<file path="src/hdl/grid_line_of_sight_unit_defines.svh">
// Assertion macros shared by the grid line-of-sight unit RTL.
// Each macro expects signals named clk and rst_n in the including module.
`ifndef GRID_LINE_OF_SIGHT_UNIT_DEFINES_SVH
`define GRID_LINE_OF_SIGHT_UNIT_DEFINES_SVH

// Consequent must hold in the same cycle as the antecedent.
`define GLOS_ASSERT_NOW(label, ante, cons, msg) \
    label: assert property (@(posedge clk) disable iff (!rst_n) (ante) |-> (cons)) \
        else $error(msg);

// Consequent must hold in the cycle after the antecedent.
`define GLOS_ASSERT_NEXT(label, ante, cons, msg) \
    label: assert property (@(posedge clk) disable iff (!rst_n) (ante) |=> (cons)) \
        else $error(msg);

`endif

</file>
<file path="src/hdl/glos_pkg.sv">
// Package for the grid line-of-sight unit: map geometry, stream field layout,
// controller state type and the command/status structs. No dependencies.
package glos_pkg;

    // Map geometry and tile size.
    localparam int MAP_COLS    = 32;
    localparam int MAP_ROWS    = 32;
    localparam int TILE_PIXELS = 32;

    localparam int PIX_W     = 10;
    localparam int CELL_W    = 5;
    localparam int TILE_W    = $clog2(((1 << PIX_W) - 1) / TILE_PIXELS + 1);
    localparam int MAP_DEPTH = MAP_COLS * MAP_ROWS;
    localparam int ADDR_W    = $clog2(MAP_DEPTH);
    localparam int ERR_W     = TILE_W + 3;

    // Input tdata layout, lowest bit first.
    localparam int COL_LSB   = 0;
    localparam int ROW_LSB   = COL_LSB + CELL_W;
    localparam int WALK_BIT  = ROW_LSB + CELL_W;
    localparam int SX_LSB    = WALK_BIT + 1;
    localparam int SY_LSB    = SX_LSB + PIX_W;
    localparam int TX_LSB    = SY_LSB + PIX_W;
    localparam int TY_LSB    = TX_LSB + PIX_W;
    localparam int IN_DATA_W  = 56;
    localparam int OUT_DATA_W = 8;

    // Request kinds carried on tuser.
    localparam logic REQ_WRITE = 1'b0;
    localparam logic REQ_QUERY = 1'b1;

    typedef enum logic [2:0] {
        ST_CLEAR,
        ST_IDLE,
        ST_SETUP,
        ST_WALK,
        ST_DELIVER
    } glos_state_t;

    typedef struct packed {
        logic clear_step;
        logic write_cell;
        logic load;
        logic setup;
        logic step;
        logic set_result;
        logic result_val;
        logic publish;
    } glos_cmd_t;

    typedef struct packed {
        logic clear_last;
        logic endpoint_bad;
        logic cell_open;
        logic at_target;
        logic out_busy;
    } glos_status_t;

endpackage

</file>
<file path="src/hdl/glos_datapath.sv">
// Datapath of the grid line-of-sight unit: tile map memory, Bresenham stepper
// registers and the result register. Depends on glos_pkg.
module glos_datapath (
    input  logic                             clk,
    input  logic                             rst_n,
    input  logic [glos_pkg::IN_DATA_W-1:0]   s_axis_tdata,
    input  glos_pkg::glos_cmd_t              cmd,
    output glos_pkg::glos_status_t           status,
    output logic                             m_axis_tvalid,
    input  logic                             m_axis_tready,
    output logic [glos_pkg::OUT_DATA_W-1:0]  m_axis_tdata
);
    import glos_pkg::*;

    function automatic logic [ADDR_W-1:0] map_addr(input int col, input int row);
        map_addr = ADDR_W'(row * MAP_COLS + col);
    endfunction

    logic                     map_mem [MAP_DEPTH];
    logic                     rd_data_reg;
    logic [ADDR_W-1:0]        rd_addr;
    logic [ADDR_W-1:0]        clr_addr_reg;

    logic [TILE_W-1:0]        cur_x_reg, cur_y_reg, tgt_x_reg, tgt_y_reg;
    logic [TILE_W-1:0]        dx_reg, dy_reg;
    logic                     sx_neg_reg, sy_neg_reg;
    logic signed [ERR_W-1:0]  err_reg;
    logic                     res_reg;
    logic                     out_valid_reg;
    logic                     out_data_reg;

    logic [CELL_W-1:0]        wr_col, wr_row;
    logic                     wr_in_map;
    logic [TILE_W-1:0]        dx_calc, dy_calc;
    logic signed [ERR_W-1:0]  dx_s, dy_s, e2, err_next;
    logic                     step_x, step_y;
    logic [TILE_W-1:0]        next_x, next_y;

    assign wr_col    = s_axis_tdata[COL_LSB +: CELL_W];
    assign wr_row    = s_axis_tdata[ROW_LSB +: CELL_W];
    assign wr_in_map = (int'(wr_col) < MAP_COLS) && (int'(wr_row) < MAP_ROWS);

    // Set-up arithmetic on the latched tiles.
    assign dx_calc = (tgt_x_reg >= cur_x_reg) ? (tgt_x_reg - cur_x_reg)
                                              : (cur_x_reg - tgt_x_reg);
    assign dy_calc = (tgt_y_reg >= cur_y_reg) ? (tgt_y_reg - cur_y_reg)
                                              : (cur_y_reg - tgt_y_reg);

    // One Bresenham step.
    assign dx_s     = $signed(ERR_W'(dx_reg));
    assign dy_s     = $signed(ERR_W'(dy_reg));
    assign e2       = err_reg <<< 1;
    assign step_x   = e2 > -dy_s;
    assign step_y   = e2 < dx_s;
    assign err_next = err_reg - (step_x ? dy_s : ERR_W'(0)) + (step_y ? dx_s : ERR_W'(0));
    assign next_x   = !step_x ? cur_x_reg
                              : (sx_neg_reg ? cur_x_reg - TILE_W'(1) : cur_x_reg + TILE_W'(1));
    assign next_y   = !step_y ? cur_y_reg
                              : (sy_neg_reg ? cur_y_reg - TILE_W'(1) : cur_y_reg + TILE_W'(1));

    // While stepping, fetch the next cell so that it is ready in the next cycle.
    assign rd_addr = cmd.step ? map_addr(int'(next_x), int'(next_y))
                              : map_addr(int'(cur_x_reg), int'(cur_y_reg));

    always_ff @(posedge clk)
    begin
        if (cmd.clear_step)
        begin
            map_mem[clr_addr_reg] <= 1'b0;
        end
        else if (cmd.write_cell && wr_in_map)
        begin
            map_mem[map_addr(int'(wr_col), int'(wr_row))] <= s_axis_tdata[WALK_BIT];
        end
        rd_data_reg <= map_mem[rd_addr];
    end

    always_ff @(posedge clk or negedge rst_n)
    begin
        if (!rst_n)
        begin
            clr_addr_reg  <= '0;
            out_valid_reg <= 1'b0;
        end
        else
        begin
            if (cmd.clear_step)
            begin
                clr_addr_reg <= clr_addr_reg + ADDR_W'(1);
            end
            if (cmd.publish)
            begin
                out_valid_reg <= 1'b1;
            end
            else if (m_axis_tready)
            begin
                out_valid_reg <= 1'b0;
            end
        end
    end

    always_ff @(posedge clk)
    begin
        if (cmd.load)
        begin
            cur_x_reg <= TILE_W'(s_axis_tdata[SX_LSB +: PIX_W] / TILE_PIXELS);
            cur_y_reg <= TILE_W'(s_axis_tdata[SY_LSB +: PIX_W] / TILE_PIXELS);
            tgt_x_reg <= TILE_W'(s_axis_tdata[TX_LSB +: PIX_W] / TILE_PIXELS);
            tgt_y_reg <= TILE_W'(s_axis_tdata[TY_LSB +: PIX_W] / TILE_PIXELS);
        end
        else if (cmd.step)
        begin
            cur_x_reg <= next_x;
            cur_y_reg <= next_y;
        end
        if (cmd.setup)
        begin
            dx_reg     <= dx_calc;
            dy_reg     <= dy_calc;
            sx_neg_reg <= !(cur_x_reg < tgt_x_reg);
            sy_neg_reg <= !(cur_y_reg < tgt_y_reg);
            err_reg    <= $signed(ERR_W'(dx_calc)) - $signed(ERR_W'(dy_calc));
        end
        else if (cmd.step)
        begin
            err_reg <= err_next;
        end
        if (cmd.set_result)
        begin
            res_reg <= cmd.result_val;
        end
        if (cmd.publish)
        begin
            out_data_reg <= res_reg;
        end
    end

    assign status.clear_last   = clr_addr_reg == ADDR_W'(MAP_DEPTH - 1);
    assign status.endpoint_bad = (int'(cur_x_reg) >= MAP_COLS) || (int'(cur_y_reg) >= MAP_ROWS)
                              || (int'(tgt_x_reg) >= MAP_COLS) || (int'(tgt_y_reg) >= MAP_ROWS);
    assign status.cell_open    = rd_data_reg;
    assign status.at_target    = (cur_x_reg == tgt_x_reg) && (cur_y_reg == tgt_y_reg);
    assign status.out_busy     = out_valid_reg;

    assign m_axis_tvalid = out_valid_reg;
    assign m_axis_tdata  = {{(OUT_DATA_W - 1){1'b0}}, out_data_reg};

endmodule

</file>
<file path="src/hdl/glos_ctrl.sv">
// Controller of the grid line-of-sight unit: map clearing pass, request
// decode, walk sequencing and result hand-off. Depends on glos_pkg and the defines header.
`include "grid_line_of_sight_unit_defines.svh"

module glos_ctrl (
    input  logic                   clk,
    input  logic                   rst_n,
    input  logic                   s_axis_tvalid,
    input  logic                   req_type,
    output logic                   in_ready,
    output glos_pkg::glos_cmd_t    cmd,
    input  glos_pkg::glos_status_t status
);
    import glos_pkg::*;

    glos_state_t state_reg, state_next;

    always_ff @(posedge clk or negedge rst_n)
    begin
        if (!rst_n)
        begin
            state_reg <= ST_CLEAR;
        end
        else
        begin
            state_reg <= state_next;
        end
    end

    always_comb
    begin
        state_next = state_reg;
        cmd        = '0;
        in_ready   = 1'b0;
        case (state_reg)
            ST_CLEAR:
            begin
                cmd.clear_step = 1'b1;
                if (status.clear_last)
                begin
                    state_next = ST_IDLE;
                end
            end
            ST_IDLE:
            begin
                in_ready = 1'b1;
                if (s_axis_tvalid)
                begin
                    if (req_type == REQ_QUERY)
                    begin
                        cmd.load   = 1'b1;
                        state_next = ST_SETUP;
                    end
                    else
                    begin
                        cmd.write_cell = 1'b1;
                    end
                end
            end
            ST_SETUP:
            begin
                cmd.setup = 1'b1;
                if (status.endpoint_bad)
                begin
                    cmd.set_result = 1'b1;
                    cmd.result_val = 1'b0;
                    state_next     = ST_DELIVER;
                end
                else
                begin
                    state_next = ST_WALK;
                end
            end
            ST_WALK:
            begin
                if (!status.cell_open)
                begin
                    cmd.set_result = 1'b1;
                    cmd.result_val = 1'b0;
                    state_next     = ST_DELIVER;
                end
                else if (status.at_target)
                begin
                    cmd.set_result = 1'b1;
                    cmd.result_val = 1'b1;
                    state_next     = ST_DELIVER;
                end
                else
                begin
                    cmd.step = 1'b1;
                end
            end
            ST_DELIVER:
            begin
                if (!status.out_busy)
                begin
                    cmd.publish = 1'b1;
                    state_next  = ST_IDLE;
                end
            end
            default:
            begin
                state_next = ST_CLEAR;
            end
        endcase
    end

    `GLOS_ASSERT_NOW(a_step_only_off_target, cmd.step, status.cell_open && !status.at_target, "walk stepped from a blocked cell or from the target")
    `GLOS_ASSERT_NOW(a_publish_into_free_slot, cmd.publish, !status.out_busy, "result published over an untaken result")
    `GLOS_ASSERT_NEXT(a_clear_pass_ends_idle, cmd.clear_step && status.clear_last, state_reg == ST_IDLE && in_ready, "clearing pass did not hand over to idle")

endmodule

</file>
<file path="src/hdl/grid_line_of_sight_unit.sv">
// Top level of the grid line-of-sight unit: stream ports, controller and datapath.
// Depends on glos_pkg, glos_ctrl and glos_datapath.
//
// The unit keeps a 32 x 32 tile map, one bit per cell (1 walkable, 0 wall), and
// answers line-of-sight queries over it. After reset the map is swept to all
// blocked, one cell per cycle; s_axis_tready stays low during the sweep. A
// transfer with tuser low writes one map cell (writes outside the map are
// dropped) and produces no result. A transfer with tuser high carries start
// and target pixel positions; each is divided by the tile size of 32 pixels,
// and the cells between the two tiles are walked with a Bresenham error-term
// stepper, both ends included. The map memory has one registered read port
// and the walk reads one cell per cycle, up to and including the first
// blocked cell (at most max(dx, dy) + 1 cells); a query with an endpoint off
// the map returns blocked without a walk. One result transfer follows each
// query, with path_clear in bit 0 of m_axis_tdata. The result waits in an
// output register, so the next request is accepted while an earlier result
// is still unclaimed.
module grid_line_of_sight_unit (
    input  logic                             clk,
    input  logic                             rst_n,
    input  logic                             s_axis_tvalid,
    output logic                             s_axis_tready,
    // tdata, lowest bit first: cell_col[4:0], cell_row[9:5], cell_walkable[10],
    // start_x[20:11], start_y[30:21], target_x[40:31], target_y[50:41], zeros.
    input  logic [glos_pkg::IN_DATA_W-1:0]   s_axis_tdata,
    // tuser: req_type (0 write a map cell, 1 line-of-sight query).
    input  logic                             s_axis_tuser,
    output logic                             m_axis_tvalid,
    input  logic                             m_axis_tready,
    // tdata, lowest bit first: path_clear[0], zeros.
    output logic [glos_pkg::OUT_DATA_W-1:0]  m_axis_tdata
);
    import glos_pkg::*;

    glos_cmd_t    cmd;
    glos_status_t status;

    // The controller sequences every request; the datapath holds the map,
    // the stepper and the result register.
    glos_ctrl u_ctrl (
        .clk           (clk),
        .rst_n         (rst_n),
        .s_axis_tvalid (s_axis_tvalid),
        .req_type      (s_axis_tuser),
        .in_ready      (s_axis_tready),
        .cmd           (cmd),
        .status        (status)
    );

    glos_datapath u_datapath (
        .clk           (clk),
        .rst_n         (rst_n),
        .s_axis_tdata  (s_axis_tdata),
        .cmd           (cmd),
        .status        (status),
        .m_axis_tvalid (m_axis_tvalid),
        .m_axis_tready (m_axis_tready),
        .m_axis_tdata  (m_axis_tdata)
    );

endmodule
</file>
<file path="config.mk">
export PLATFORM = sky130hd
export DESIGN_NAME = grid_line_of_sight_unit
export DESIGN_NICKNAME = d
export VERILOG_FILES = /design/src/hdl/glos_pkg.sv /design/src/hdl/glos_datapath.sv /design/src/hdl/glos_ctrl.sv /design/src/hdl/grid_line_of_sight_unit.sv
export VERILOG_INCLUDE_DIRS = /design/src /design/src/hdl
export SDC_FILE = /design/constraint.sdc
export NUM_CORES = 2
export LEC_CHECK = 0
export BUFFER_PORTS_ARGS = -buffer_cell sky130_fd_sc_hd__buf_2
export CORE_ASPECT_RATIO = 0.7
export CORE_MARGIN = 2
export CORE_UTILIZATION = 25
export DETAILED_ROUTE_END_ITERATION = 10
export GPL_TIMING_DRIVEN = 0
export PLACE_DENSITY = 0.38
export SYNTH_ARGS = -nofsm -noshare
export SYNTH_HDL_FRONTEND = slang
export SYNTH_SLANG_ARGS = --single-unit
</file>
<file path="constraint.sdc">
create_clock -name clk -period 22.1 [get_ports clk]
set_input_delay 2.21 -clock clk [delete_from_list [all_inputs] [get_ports clk]]
set_output_delay 2.21 -clock clk [all_outputs]
set_load 0.02 [all_outputs]
</file>
======== After elaboration in Yosys (flattened, before gate mapping) ========
Memories as Yosys holds them, arrays and structs flattened. A register that Yosys moved wholly into a read port is not among the register bits.
Index checks and enable logic that the tools add are counted.
operators by class
  $add $sub $neg .......................... 16
  mux-type cells .......................... 47
  equality and inequality tests ........... 12
  order comparisons ....................... 6
  reductions and logical operators ........ 10
operators with widths
  kind                                               count
  2-to-1 mux 5 bit                                   12
  adder 10 x 5 -> 10 bit                             3
  2-to-1 mux 10 bit                                  2
  subtractor 5 bit                                   4
  2-to-1 mux 1 bit                                   19
  2-to-1 mux 3 bit                                   6
  2-to-1 mux 8 bit                                   2
  one-hot mux 3 bit (5 select lines)                 1
  adder 10 x 1 -> 10 bit (second input constant)     1
  adder 5 x 1 -> 5 bit (second input constant)       2
  == test 10 bit (second input constant)             1
  == test 5 bit                                      2
  greater-or-equal comparator 5 bit                  2
  < comparator 5 bit                                 2
  2-to-1 mux 2 bit                                   5
  subtractor 5 x 1 -> 5 bit (second input constant)  2
  adder 8 bit                                        1
  greater-than comparator 8 bit                      1
  < comparator 8 x 6 -> 1 bit                        1
  inequality test 2 bit (second input constant)      4
  negator 5 -> 8 bit                                 1
  subtractor 8 bit                                   1
  == test 3 x 2 -> 1 bit (second input constant)     2
  nonzero test 2 bit                                 3
  10 further kinds                                   11
word-level totals
  memories ................................ 1
  memory bits (writable) .................. 1024
  register bits ........................... 56
memory list
  name                depth  bits a word  rd ports  clocked after Yosys merged registers in  write ports  RTL line             source
  u_datapath.map_mem  1024   1            1         1                                        1            glos_datapath.sv:19  logic map_mem [MAP_DEPTH];

======== Longest topological paths before layout ========
  depth in word-level cells ............... 8
  mapped depth ............................ 23
  mapped depth without buffers ............ 20

======== Cells and area by module ========
From an unflattened synthesis, not the netlist that was laid out.
unflattened totals
  cells, all modules ...................... 4226
  area total of the unflattened synthesis .. 50159.4 sq um
by module, submodules not included
  module         area an instance (sq um)  cells an instance  times used  sequential area each (sq um)
  glos_datapath  49896.6                   4191               1           32276.0
  glos_ctrl      262.8                     35                 1           75.1

======== Worst setup path after synthesis ========
No wires, ideal clock.
  kind .................................... input port to flip-flop
  start ................................... in s_axis_tvalid
  end ..................................... mem u_datapath.map_mem[0], data pin
  setup slack ............................. 3395 ps
  data arrival time ....................... 15841 ps
  library setup time ...................... 2864 ps
  stages .................................. 5
  data required time ...................... 19236 ps
  path through ............................ nand2_1 -> nor2_2 -> buf_4 -> clkbuf_1 -> and2_1
on the way
  longest elaborated chain between the ends .. 7
RTL lines
  item                                    RTL line                       source
  start: declaration                      grid_line_of_sight_unit.sv:21  input logic s_axis_tvalid,
  2-to-1 mux 2 bit                        glos_ctrl.sv:47                if (s_axis_tvalid)
  2-to-1 mux 2 bit                        glos_ctrl.sv:35                case (state_reg)
  2-to-1 mux 1 bit                        glos_datapath.sv:71            else if (cmd.write_cell && wr_in_map)
  2-to-1 mux 1 bit                        glos_datapath.sv:67            if (cmd.clear_step)
  2-to-1 mux 1 bit (implied by the code)  glos_datapath.sv:73            map_mem[map_addr(int'(wr_col), int'(wr_row))] <= s_axis_tdata[WALK_BIT];
  OR reduction 1 bit (no line)            --
  2-to-1 mux 1 bit (no line)              --
  end: declaration                        glos_datapath.sv:19
Every way passes these cells.

======== Worst setup path after layout ========
  start ................................... reg u_datapath.cur_x_reg[0]
  end ..................................... reg u_datapath.rd_data_reg, read port of u_datapath.map_mem
on the way
  longest elaborated chain between the ends .. 6
  elaborated cells between the ends (all ways) .. 12
RTL lines
  item                                                            RTL line              source
  start: declaration                                              glos_datapath.sv:24   logic [TILE_W-1:0] cur_x_reg, cur_y_reg, tgt_x_reg, tgt_y_reg;
  start signal: assignment                                        glos_datapath.sv:106  cur_x_reg <= TILE_W'(s_axis_tdata[SX_LSB +: PIX_W] / TILE_PIXELS);
  start signal: assignment                                        glos_datapath.sv:113  cur_x_reg <= next_x;
  branches (longest 5 deep; another with adder 10 x 5 -> 10 bit)  --
  2-to-1 mux 10 bit *                                             glos_datapath.sv:62   assign rd_addr = cmd.step ? map_addr(int'(next_x), int'(next_y))
  end: declaration                                                glos_datapath.sv:20   logic rd_data_reg;
Every way passes the cells marked *.
A chain may end at the register's enable or synchronous reset.

==> metrics.cfg <==
[global_route]
grt_pass1_wl_um=440000
grt_pass1_vias=44554
grt_use_total_pct=29.4
antenna_found_initial=65
overflow=0
grt_start_max_net_pins=94

[sta]
min_period_over_period_pct=38.5
tns_ns=0
worstMarginPinSlew_ns=1.77
rsz0062_at_grt=false
fin_skew_ns=0.0486
fmax_ghz=0.117
setup-violations-final=0
hold_violations=0
drv_slew=265
relSlewSlack_pct=-18.2
fin_crit_ns=8.51

[detailed_routing]
routed_wl_um=343000
firstDrtPassIters=6
vias=50449
viasPerCell=6.18
drt-wirelength-per-cell_um=42.0
route.detailed.drc=0
drtIter0Drc=10771
ant_nets=0

[layout]
drive_above_1_share_pct=13.1
area_growth_pct=15.7
largest_reg_flops=1024
fin_nets=5252
final_core_util_pct=29.1

[min_path]
holdPathStages=0
min_path_type=flip-flop to flip-flop

[outcome]
violations=capacitance limit, slew limit
status=finished with violations

[synthesis]
synth-edff-count=1065
yosysTopAreaCell=edfxtp_1
synth.most_common_cell=nor2_1
synthFlopType=edfxtp_1
syn_area_per_cell_um2=11.3
yosys.cell_types.count=88
synth_top_cell_area_share_pct=57.9
yosysWarningCount=0
async_flop_share_pct=1.30
synth_seq_cells=1080
synthCells=4913
synth_area_leaders=edfxtp_1 (58%), nor2_1 (7.6%), o22ai_1 (5.9%), mux4_2 (3.8%), mux2i_1 (3.3%)
seq_area_frac_synth_pct=58.5
syn-cell-area_um2=55300
netlist_top_cells_count=nor2_1 (1122), edfxtp_1 (1065), o22ai_1 (520)

[setup_path]
path_cells=buf_2 > buf_2 > buf_2 > buf_2 > buf_2 > buf_2 > clkbuf_1 > buf_1 > buf_8 > a21oi_1 > a221oi_1 > o21a_1 > nand4_1 > nand4_1 > nand4b_1
slowest_stage=clkbuf_1
start_kind=flip-flop
required_ns=22.50
endpoint_kind=flip-flop
crit_fanout=13
critPathTopFamily=buffers and inverters
crit_arrival_ns=8.91
critPathBufInv=9
r2r_cells=15
cp_common_cell=buf_2
worstSetupPathType=flip-flop to flip-flop
cp_slowest_stage_delay_ns=1.05
cp.depth=15

[clocking]
cts_buffer_depth=3
cts_resized=0
cts_inserted_buffers=116
holdBufCountCts=0
cts_setup_buffers=0
cts-root-buf=clkbuf_16
htreeDepth=3
cts_tree=yes
clock_sinks=1080
clk_pin_slew_worst_paths_ns=0.07
clock_latency_ns=0.79

[power]
powerDensity_nw_per_um2=115
peakVddDrop_v=0.0000763
power.leakage_nw=19.8

[job]
cap_violations=30

[floorplanning]
rows=144
start_util_pct=25.1
coreArea_um2=220000
die_height_um=397
die-area_um2=225000
fp.dieW_um=566
io_pins=71

[placement]
gp_congestion=1.01
port_buffers=38
hpwl_um=239000

layout by cell type, fill, tap and decap left out, types with 20 or more instances in the layout:
cell type,Yosys,routed
a211oi_1,54,54
a21oi_1,117,117
a31oi_1,34,32
buf_1,45,39
buf_2,159,203
buf_4,19,20
clkbuf_1,247,220
clkbuf_16,0,116
clkbuf_2,0,54
clkinv_1,1,33
diode_2,0,22
edfxtp_1,1065,1065
ha_1,51,51
inv_1,70,70
mux2_2,44,44
mux2i_1,181,176
mux4_2,94,94
nand2_1,165,164
nand3_1,62,62
nor2_1,1122,1118
nor2b_1,30,30
nor3_1,221,219
nor4_1,25,25
o21ai_0,113,112
o221ai_1,109,109
o22ai_1,520,520
or3_1,20,20
xnor2_1,29,26
where the power goes:
part	switching [mW]	total [mW]	internal (mW)
registers	0.0514	2.39	2.34
clock network	0.940	1.96	1.02
logic	2.29	3.02	0.728
cell families (layout without fill, tap and decap cells):
family                   count (synthesis)  after routing  share of synthesized area, %
AO/OA/AOI/OAI                         1120           1120                          13.4
XOR/XNOR                                43             43                         0.681
adder cells (fa/ha/maj)                 63             63                          1.59
buffers and inverters                  551            852                          4.37
flip-flops                            1080           1080                          58.5
multiplexers                           319            319                          8.00
other                                    1             29                       0.00678
AND/OR/NAND/NOR                       1736           1736                          13.4
layer usage:
metal  part of all wire, %  vias up  global-route usage (%)
li1                      -    19099                       -
met2                    36     4449                    37.0
met3                    17      685                    13.7
met5                  0.19        -                   0.565
met1                    43    26182                    42.7
met4                   4.2       34                    10.7
cell type report:
type,count,area [um^2]
clock inverters,67,492
clock buffers,143,3000
diodes,22,55.1
repair buffers,91,1240
flip-flops and latches,1080,32400
fillers,22792,156000
multi-input cells,3288,20700
well taps,2920,3650
plain buffers,480,2220
inverters,71,267
stage by stage:
stage / cells / cell area, um^2 / hold slack (ns) / power [mW] / setup WS, ns
2_1_floorplan: 4919 / 55300 / 0.400 / 3.77 / 3.40
3_3_place_gp: 7877 / 59100 / 0.404 / 5.27 / -11.80
3_5_place_dp: 7926 / 60300 / 0.406 / 5.23 / 13.92
4_1_cts: 8136 / 63800 / 0.422 / 7.15 / 13.88
5_1_grt: 8142 / 63900 / 0.429 / 7.41 / 13.86
6_report: 8162 / 64000 / 0.421 / 7.36 / 13.59
path summary, 6_finish.rpt:
kind                                         start                         end  slack [ns]
min in group asynchronous                    rst_n    u_datapath.m_axis_tvalid        1.35
setup reg to reg           u_datapath.cur_x_reg[0]      u_datapath.rd_data_reg       13.59
max in group asynchronous                    rst_n  u_datapath.clr_addr_reg[3]       20.51
setup / recovery           u_datapath.cur_x_reg[0]      u_datapath.rd_data_reg       13.59
hold reg to reg                 u_datapath.res_reg     u_datapath.out_data_reg        0.42
hold / removal                  u_datapath.res_reg     u_datapath.out_data_reg        0.42
Note: power is estimated with default switching activity, not from simulation.
